## src/design/hbte_pkg.sv

```systemverilog
// hbte_pkg: constants and codes for the HTTP body text extractor.
// No dependencies; imported by http_body_text_extractor.
`timescale 1ns / 1ps

package hbte_pkg;

    // Clamp limits for the configuration registers
    localparam int MAX_LINE_LIMIT = 128;
    localparam int MAX_LINE_WIDTH = 1024;

    // Register field widths
    localparam int WIDTH_W = 11;
    localparam int LIMIT_W = 8;
    localparam int CFG_W   = 11;

    // Register indexes
    typedef enum logic [0:0] {
        REG_LINE_WIDTH = 1'b0,
        REG_LINE_LIMIT = 1'b1
    } reg_index_t;

    // Input item kinds
    typedef enum logic [0:0] {
        KIND_BYTE = 1'b0,
        KIND_END  = 1'b1
    } item_kind_t;

    // Character codes
    localparam logic [7:0] CH_LT        = 8'h3C;
    localparam logic [7:0] CH_GT        = 8'h3E;
    localparam logic [7:0] CH_CR        = 8'h0D;
    localparam logic [7:0] CH_LF        = 8'h0A;
    localparam logic [7:0] CH_PRINT_LO  = 8'd32;
    localparam logic [7:0] CH_PRINT_END = 8'd127;

    // Register reset values
    localparam logic [WIDTH_W-1:0] LINE_WIDTH_RESET = 11'd780;
    localparam logic [LIMIT_W-1:0] LINE_LIMIT_RESET = 8'd70;

endpackage

```

## src/design/http_body_text_extractor.sv

```systemverilog
// http_body_text_extractor: strips HTTP headers and markup from a response
// byte stream and emits positioned text characters. Depends on hbte_pkg.
`timescale 1ns / 1ps

// One byte item per cycle in unless stalled, at most one text item out, held in a register.
// Each accepted byte updates the parse state (header/body, tag, line and
// column counters) in the same cycle and, if it produces text, loads the
// single output register. The input side keeps accepting while the output
// register is empty or being drained, so full rate is 1 item per clock;
// throughput drops only when the consumer holds m_tready low with a result
// pending. The header section is skipped through the first empty line (CR
// alone counts as empty). Body bytes inside <...> are dropped, as are CR and
// non-printable bytes. LF closes a line and emits an end-of-line item with
// the line length. Characters beyond line_width are dropped; once line_limit
// lines are done every byte is ignored until an end-of-response item, which
// flushes a partial line and restarts parsing. The user must write registers
// only while idle, not enforced by the block; they persist across responses.
module http_body_text_extractor
    import hbte_pkg::*;
(
    input  logic               aclk,
    input  logic               aresetn,
    // configuration write channel
    input  logic               cfg_valid,
    output logic               cfg_ready,
    input  logic [0:0]         cfg_index,
    input  logic [CFG_W-1:0]   cfg_data,
    // input stream
    input  logic               s_tvalid,
    output logic               s_tready,
    input  logic [7:0]         s_tdata,   // [7:0] data_byte
    input  logic [0:0]         s_tuser,   // [0] kind
    // result stream
    output logic               m_tvalid,
    input  logic               m_tready,
    output logic [31:0]        m_tdata,   // [6:0] text_char, [13:7] line_number,
                                          // [24:14] column, [31:25] zero
    output logic [0:0]         m_tuser    // [0] end_of_line
);

    // configuration
    logic [WIDTH_W-1:0] line_width_reg;
    logic [LIMIT_W-1:0] line_limit_reg;

    // parse state
    logic               in_body_reg, in_body_next;
    logic               hdr_empty_reg, hdr_empty_next;
    logic               in_tag_reg, in_tag_next;
    logic [LIMIT_W-1:0] lines_done_reg, lines_done_next;
    logic [WIDTH_W-1:0] column_reg, column_next;

    // result register
    logic               out_valid_reg;
    logic               out_eol_reg, out_eol_next;
    logic [6:0]         out_char_reg, out_char_next;
    logic [6:0]         out_line_reg, out_line_next;
    logic [WIDTH_W-1:0] out_col_reg, out_col_next;
    logic               emit;

    logic               s_accept;
    logic [WIDTH_W-1:0] eff_width;
    logic [LIMIT_W-1:0] eff_limit;
    logic               at_limit;
    logic [7:0]         c;

    assign cfg_ready = 1'b1;
    assign s_tready  = !out_valid_reg || m_tready;
    assign s_accept  = s_tvalid && s_tready;
    assign c         = s_tdata;

    assign eff_width = (line_width_reg > WIDTH_W'(MAX_LINE_WIDTH))
                       ? WIDTH_W'(MAX_LINE_WIDTH) : line_width_reg;
    assign eff_limit = (line_limit_reg > LIMIT_W'(MAX_LINE_LIMIT))
                       ? LIMIT_W'(MAX_LINE_LIMIT) : line_limit_reg;
    assign at_limit  = lines_done_reg >= eff_limit;

    // per-item parse step
    always_comb begin
        in_body_next    = in_body_reg;
        hdr_empty_next  = hdr_empty_reg;
        in_tag_next     = in_tag_reg;
        lines_done_next = lines_done_reg;
        column_next     = column_reg;
        emit            = 1'b0;
        out_eol_next    = 1'b0;
        out_char_next   = 7'd0;
        out_line_next   = lines_done_reg[6:0];
        out_col_next    = column_reg;

        if (item_kind_t'(s_tuser) == KIND_END) begin
            // flush partial line, then restart
            if (column_reg != '0 && !at_limit) begin
                emit         = 1'b1;
                out_eol_next = 1'b1;
            end
            in_body_next    = 1'b0;
            hdr_empty_next  = 1'b1;
            in_tag_next     = 1'b0;
            lines_done_next = '0;
            column_next     = '0;
        end else if (at_limit) begin
            // ignore everything until end of response
        end else if (!in_body_reg) begin
            if (c == CH_LF) begin
                if (hdr_empty_reg) in_body_next = 1'b1;
                else               hdr_empty_next = 1'b1;
            end else if (c != CH_CR) begin
                hdr_empty_next = 1'b0;
            end
        end else if (in_tag_reg) begin
            if (c == CH_GT) in_tag_next = 1'b0;
        end else if (c == CH_LT) begin
            in_tag_next = 1'b1;
        end else if (c == CH_LF) begin
            emit            = 1'b1;
            out_eol_next    = 1'b1;
            lines_done_next = lines_done_reg + LIMIT_W'(1);
            column_next     = '0;
        end else if (c >= CH_PRINT_LO && c < CH_PRINT_END && column_reg < eff_width) begin
            emit          = 1'b1;
            out_char_next = c[6:0];
            column_next   = column_reg + WIDTH_W'(1);
        end
    end

    always_ff @(posedge aclk) begin
        if (!aresetn) begin
            line_width_reg <= LINE_WIDTH_RESET;
            line_limit_reg <= LINE_LIMIT_RESET;
        end else if (cfg_valid && cfg_ready) begin
            unique case (reg_index_t'(cfg_index))
                REG_LINE_WIDTH: line_width_reg <= cfg_data[WIDTH_W-1:0];
                REG_LINE_LIMIT: line_limit_reg <= cfg_data[LIMIT_W-1:0];
                default: ;
            endcase
        end
    end

    always_ff @(posedge aclk) begin
        if (!aresetn) begin
            in_body_reg    <= 1'b0;
            hdr_empty_reg  <= 1'b1;
            in_tag_reg     <= 1'b0;
            lines_done_reg <= '0;
            column_reg     <= '0;
            out_valid_reg  <= 1'b0;
        end else begin
            if (s_accept) begin
                in_body_reg    <= in_body_next;
                hdr_empty_reg  <= hdr_empty_next;
                in_tag_reg     <= in_tag_next;
                lines_done_reg <= lines_done_next;
                column_reg     <= column_next;
            end
            if (s_accept && emit) begin
                out_valid_reg <= 1'b1;
            end else if (m_tready) begin
                out_valid_reg <= 1'b0;
            end
        end
    end

    // result payload, no reset needed
    always_ff @(posedge aclk) begin
        if (s_accept && emit) begin
            out_eol_reg  <= out_eol_next;
            out_char_reg <= out_char_next;
            out_line_reg <= out_line_next;
            out_col_reg  <= out_col_next;
        end
    end

    assign m_tvalid = out_valid_reg;
    assign m_tuser  = out_eol_reg;
    assign m_tdata  = {7'd0, out_col_reg, out_line_reg, out_char_reg};

    // line counter never passes MAX_LINE_LIMIT
    a_lines_bound: assert property (@(posedge aclk) disable iff (!aresetn)
        lines_done_reg <= LIMIT_W'(MAX_LINE_LIMIT))
        else $error("lines_done above MAX_LINE_LIMIT");

    // column never passes MAX_LINE_WIDTH
    a_col_bound: assert property (@(posedge aclk) disable iff (!aresetn)
        column_reg <= WIDTH_W'(MAX_LINE_WIDTH))
        else $error("column above MAX_LINE_WIDTH");

    // end-of-line items carry no character
    a_eol_char: assert property (@(posedge aclk) disable iff (!aresetn)
        (out_valid_reg && out_eol_reg) |-> (out_char_reg == 7'd0))
        else $error("end-of-line item with nonzero character");

    // end of response restarts parsing
    a_end_clears: assert property (@(posedge aclk) disable iff (!aresetn)
        (s_accept && item_kind_t'(s_tuser) == KIND_END) |=>
        (!in_body_reg && !in_tag_reg && hdr_empty_reg &&
         lines_done_reg == '0 && column_reg == '0))
        else $error("state not cleared after end of response");

endmodule

```

## config.mk

```make
export PLATFORM = sky130hd
export DESIGN_NAME = http_body_text_extractor
export DESIGN_NICKNAME = d
export VERILOG_FILES = /design/src/design/hbte_pkg.sv /design/src/design/http_body_text_extractor.sv
export SDC_FILE = /design/constraint.sdc
export NUM_CORES = 1
export LEC_CHECK = 0
export BUFFER_PORTS_ARGS = -buffer_cell sky130_fd_sc_hd__buf_4
export CORE_UTILIZATION = 60
export CTS_CLUSTER_DIAMETER = 200
export CTS_CLUSTER_SIZE = 40
export DETAILED_ROUTE_END_ITERATION = 10
export PLACE_DENSITY = 0.85
export SYNTH_ARGS = -nofsm -noshare
export SYNTH_HDL_FRONTEND = slang
export SYNTH_SLANG_ARGS = --single-unit
```

## constraint.sdc

```tcl
create_clock -name aclk -period 8.3 [get_ports aclk]
set_clock_uncertainty 0.05 [all_clocks]
set_input_delay 0.83 -clock aclk [delete_from_list [all_inputs] [get_ports aclk]]
set_output_delay 0.83 -clock aclk [all_outputs]
set_load 0.05 [all_outputs]
```

==> flow_summary.toml, run 1 <==
[worst_setup_path]
worstPathRequired_ns = 8.27
start_kind = "flop"
rrSetupSlack_ns = 4.93
crit_fanout = 26
critical_path_class = "flop to flop"
r2r-start = "line_limit_reg[7]$_SDFFE_PN0P_"
crit_arrival_ns = 3.34
ff2ff_path_depth = 10
worstReg2RegEnd = "out_col_reg[0]$_DFFE_PP_"
critical_path.endpoint_type = "flop"

[placement]
place_inst = 472
gp_congestion = 0.8627
dpl_worst_slack_ns = 4.784
hpwl_um = 5335
port_buffers = 53

[floorplan]
die_h_um = 77.18
dieArea_mm2 = 0.005956
ioPinCount = 62
die_w_um = 77.18
start_util_pct = 61.96
row_count = 27
core-area_mm2 = 0.005473

[route]
vias = 2815
wl_per_cell_um = 14.78
drc = 0
antenna_left = 0
finalWirelength_um = 7211
drtPass1Iterations = 4
drt_iter0_drc = 241
vias_per_cell = 5.768

[timing]
period_share_pct = 40.57
max_freq_ghz = 0.2970
final.min_clock_period_ns = 3.367
fin_ws_ns = 4.933
hold_violations = 0
tightest_slew_ns = 0.7483
relSlewSlack_pct = 49.81
tns_ns = 0
setup_violations = 0
slew_viol_final = 0
rsz0062_at_grt = "no"

[grt]
grt_antenna_before_repair = 0
grt_overflow = 0
grt_usage_pct = 26.62
grt_max_degree = 27
grt_pass1_vias = 2668
grt_pass1_wl_um = 12230

[layout]
nets = 458
layout-drive-gt1-share_pct = 18.51
final_util_pct = 73.32
syn_to_final_growth_pct = 18.34
num_antenna_cells = 0
fin_cells = 488

[clocking]
cts_buffers = 9
cts_tree = "yes"
cts_hold_buf = 0
cts_htree_levels = 3
clock-sinks = 68
clk_latency_ns = 0.35
cts_buffer_depth = 2
cts_root_buf = "clkbuf_8"
clkTransAtPathRegs_ns = 0.07
post_cts_resized = 0
post_cts_buffers = 0

[synthesis]
synth_common_cells = "74 x nand2_1, 42 x dfxtp_1, 26 x edfxtp_1, 22 x nand3_1, 21 x ha_1"
synth_seq_cells = 68
synth_most_common_cell = "nand2_1"
synthDominantCellAreaShare_pct = 24.80
async_flop_share_pct = 0
yosysUniqueCellTypes = 49
synth_area_mm2 = 0.003391
syn_inst = 359
ys.flop_type = "dfxtp_1"
yosysTopAreaCell = "dfxtp_1"
synth.area.top_cells = "dfxtp_1 25%, edfxtp_1 23%, nand2_1 8.2%"
syn_avg_cell_area_um2 = 9.445
synth-edff-count = 26
ys_warn_count = 0
yosysSeqAreaShare_pct = 47.82

[pwr]
irDropWorstVdd_v = 0.00009916
power_mw = 0.7090
leakagePower_nw = 1.561
powerDensity_mw_per_mm2 = 176.7

[flow_run]
cap_violations = 0

[hold_path]
hp-start = "line_width_reg[10]$_SDFFE_PN0P_"
min_delay_worst_endpoint = "line_width_reg[10]$_SDFFE_PN0P_"
hold_class = "flop to flop"
hold_depth = 2

[status]
outcome = "completed"
-- worst max-delay path by stage --
stage | from | to | slack (ns) | cells past startpoint
floorplan | s_tdata[0] | m_tuser$_DFFE_PP_ | 4.41 | 7
global placement | s_tdata[0] | lines_done_reg[5]$_SDFFE_PN0P_ | 4.87 | 7
detailed placement | s_tdata[0] | lines_done_reg[3]$_SDFFE_PN0P_ | 4.78 | 7
CTS | line_limit_reg[7]$_SDFFE_PN0P_ | out_char_reg[3]$_SDFFCE_PP0P_ | 4.94 | 10
global route | line_limit_reg[7]$_SDFFE_PN0P_ | out_col_reg[0]$_DFFE_PP_ | 4.62 | 10
finish | line_limit_reg[7]$_SDFFE_PN0P_ | out_col_reg[0]$_DFFE_PP_ | 4.93 | 10
-- report_power, final --
| part | leakage (nW) | internal (mW) | switching, mW |
|---|---|---|---|
| clock | 0.101 | 0.157 | 0.123 |
| combinational | 0.918 | 0.0239 | 0.0487 |
| sequential | 0.542 | 0.353 | 0.00377 |
-- per-stage QoR --
stage	hold slack [ns]	instance area, um^2
detailed placement	0.4072	3801
finish	0.4175	4013
global route	0.4439	4013
global placement	0.4030	3801
floorplan	0.3889	3413
CTS	0.4204	4013
-- placed cells by master (no fill, tap or decap), drive strengths merged, types with 11 or more instances in the layout --
cell type,synthesis,routed
clkbuf,9,11
nand2,74,74
dfxtp,42,42
ha,21,21
edfxtp,26,26
nor2,14,14
buf,10,54
o21ai,15,15
a21boi,16,16
a21oi,15,15
nand3,22,22
-- area by class of cell --
class,instances,area [um^2]
multi-input combinational,268,1647
timing repair buffer,54,405.4
tap,72,90.09
clock inverter,5,58.81
inverter,10,37.54
sequential,68,1622
clock buffer,11,152.6
fill,413,1460
-- worst max-delay path, cell delays in order, from the launching register on --
cell and delay (ns):
dfxtp_1 0.32, inv_1 0.16, nand2_1 0.09, ha_1 0.29
a211oi_1 0.22, o21ai_0 0.25, a211oi_1 0.69, o2111a_1 0.47
nor2_1 0.09, nor2_2 0.08, buf_4 0.32
-- metal layers --
metal	vias up	global-route usage (%)	wire [um]	part of all wire, %
li1	1388	-	-	-
met1	1298	33.13	3182	44
met2	114	43.27	3402	47
met3	15	6.190	470	6.5
met4	0	13.02	155	2.1
met5	-	0	0	0
-- cell families after synthesis --
kind of cell               synth area share, %
DFF                                      47.82
AOI/OAI and AO/OA                        16.31
buffers and inverters                    4.354
xor gates and xnor gates                0.5167
and+or+nand+nor                          22.44
adders and majority gates                7.749
other                                   0.2215
muxes                                   0.5904
Power figures use the tool's default switching activity.
==> run 2, diff against run 1 <==
- ABC_AREA: default -> 1
- CORE_UTILIZATION: 60 -> 51
- PLACE_DENSITY: 0.85 -> 0.76
- clock period: 8.3 -> 2.8 ns (I/O delays scaled with it)
==> run 2 against run 1 <==
  * The run now ends with setup timing left
  * Setup slack worse by 5.0 ns
  * Cell area up 19%
  * Combinational power rose to 7.3 times the previous value
  * Critical path type unchanged
  * Largest cell class unchanged
==> flow_summary.toml, run 2 <==
[status]
outcome = "complete, but fails checks"
violations = "setup timing"

[grt]
grt_usage_pct = 22.77
grt_overflow = 0
grt_pass1_vias = 2901
grt_antenna_before_repair = 0
grt_max_degree = 30
grt_pass1_wl_um = 13190

[pwr]
power_mw = 2.460
irDropWorstVdd_v = 0.0002592
leakagePower_nw = 2.105
powerDensity_mw_per_mm2 = 515.7

[placement]
hpwl_um = 5960
place_area_mm2 = 0.004212
dpl_worst_slack_ns = -0.1253
gp_congestion = 0.9128
port_buffers = 53

[floorplan]
core-area_mm2 = 0.006832
ioPinCount = 62
die_h_um = 86.32
row_count = 30
die_w_um = 86.32
start_util_pct = 53.08
dieArea_mm2 = 0.007451

[worst_setup_path]
critical_path.endpoint_type = "flop"
worstPathRequired_ns = 2.81
critical_path_class = "flop to flop"
start_kind = "flop"
crit_arrival_ns = 2.91
crit_fanout = 18

[timing]
fin_ws_ns = -0.09908
tightest_slew_ns = 0.6000
final.min_clock_period_ns = 2.899
tns_ns = -2.577
period_share_pct = 103.5
hold_violations = 0
slew_viol_final = 0
setup_violations = 33
max_freq_ghz = 0.3449
relSlewSlack_pct = 59.95
rsz0062_at_grt = "yes"

[layout]
layout-drive-gt1-share_pct = 28.75
final_cell_mix = "90 x nand2_1, 76 x nor2_1, 63 x buf_4"
stdcell_area_mm2 = 0.004770
final_common_cell = "nand2_1"
nets = 595
final_util_pct = 69.82
num_antenna_cells = 0
syn_to_final_growth_pct = 31.54

[synthesis]
synth.area.top_cells = "dfxtp_1 23%, edfxtp_1 22%, nand2_1 12%"
yosysUniqueCellTypes = 35
synth_most_common_cell = "nand2_1"
syn_inst = 473
synthDominantCellAreaShare_pct = 23.19
synth_seq_cells = 68
syn_avg_cell_area_um2 = 7.666
yosysSeqAreaShare_pct = 44.72
synth_common_cells = "113 x nand2_1, 79 x nor2_1, 49 x inv_1, 42 x dfxtp_1, 34 x nand3_1"
async_flop_share_pct = 0
synth-edff-count = 26
synth_area_mm2 = 0.003626
ys.flop_type = "dfxtp_1"
ys_warn_count = 0
yosysTopAreaCell = "dfxtp_1"

[route]
drtPass1Iterations = 5
wl_per_cell_um = 13.29
finalWirelength_um = 8623
drc = 0
vias = 3307
antenna_left = 0
vias_per_cell = 5.096
drt_iter0_drc = 234

[clocking]
cts_tree = "yes"
cts_root_buf = "clkbuf_8"
cts_buffers = 9
cts_buffer_depth = 2
clk_latency_ns = 0.35
clock-sinks = 68
cts_hold_buf = 0
cts_htree_levels = 3
clkTransAtPathRegs_ns = 0.07

[hold_path]
hold_class = "input pin to flop"

[flow_run]
cap_violations = 0
-- run 2: worst paths after layout --
path,depth (start not counted),to,startpoint,slack [ns]
max reg2reg,17,out_char_reg[2]$_SDFFCE_PP0P_,line_width_reg[4]$_SDFFE_PN0P_,-0.1
min,3,line_limit_reg[2]$_SDFFE_PN1P_,cfg_data[2],0.09
min reg2reg,2,line_limit_reg[0]$_SDFFE_PN0P_,line_limit_reg[0]$_SDFFE_PN0P_,0.43
max,17,out_char_reg[2]$_SDFFCE_PP0P_,line_width_reg[4]$_SDFFE_PN0P_,-0.1
-- run 2: cell families after synthesis --
group	after synthesis	share of synthesized area, %
XOR/XNOR	10	2.415
other	2	0.2071
AO/OA/AOI/OAI	53	8.178
buffers and inverters	70	8.144
flip-flops	68	44.72
adder cells (fa/ha/maj)	21	7.246
AND/OR/NAND/NOR	249	29.09
-- run 2: what timing repair did --
action                     4_1_cts  5_1_grt
resized for setup                6       72
setup buffers                    0        7
pin swaps                        1       21
gates cloned                     0        2
setup endpoints to repair       37       55
-- run 2: power by group --
group	internal, mW	switching (mW)	leakage (nW)
clock network	0.411	0.388	0.0885
registers	1.09	0.0456	0.588
logic	0.194	0.334	1.43
-- run 2: per-stage QoR --
stage | hold WS (ns) | std cells
2_1_floorplan | 0.3432 | 479
3_3_place_gp | 0.4083 | 625
3_5_place_dp | 0.4083 | 625
4_1_cts | 0.08885 | 641
5_1_grt | 0.09238 | 649
6_report | 0.09161 | 649
-- run 2: worst max-delay path, cell delays in order, from the launching register on --
cell and delay, ns:
dfxtp_2 0.32, or4_4 0.54, nor3_4 0.12, nand3_2 0.10
nand2_4 0.16, nand2_4 0.08, ha_4 0.21, nand2_2 0.06
inv_2 0.03, nand2_1 0.05, nand2_1 0.06, a21oi_2 0.17
nand3_2 0.11, nand2b_4 0.17, nand2_4 0.07, nand2_4 0.05
clkinvlp_4 0.10, buf_12 0.15
-- run 2: area by class of cell --
type | instances | area, um^2
clock buffers | 10 | 127.6
clock inverters | 6 | 66.31
fillers | 536 | 2062
inverters | 53 | 206.4
multi-input cells | 342 | 2019
flip-flops and latches | 68 | 1624
well taps | 96 | 120.1
repair buffers | 74 | 605.6
-- run 2: per-layer routing --
metal / wire (um) / track usage, % / vias up
li1: - / - / 1671
met1: 3812 / 30.47 / 1493
met3: 527 / 5.619 / 22
met5: 0 / 0 / -
met4: 174 / 7.273 / 0
met2: 4108 / 36.36 / 121
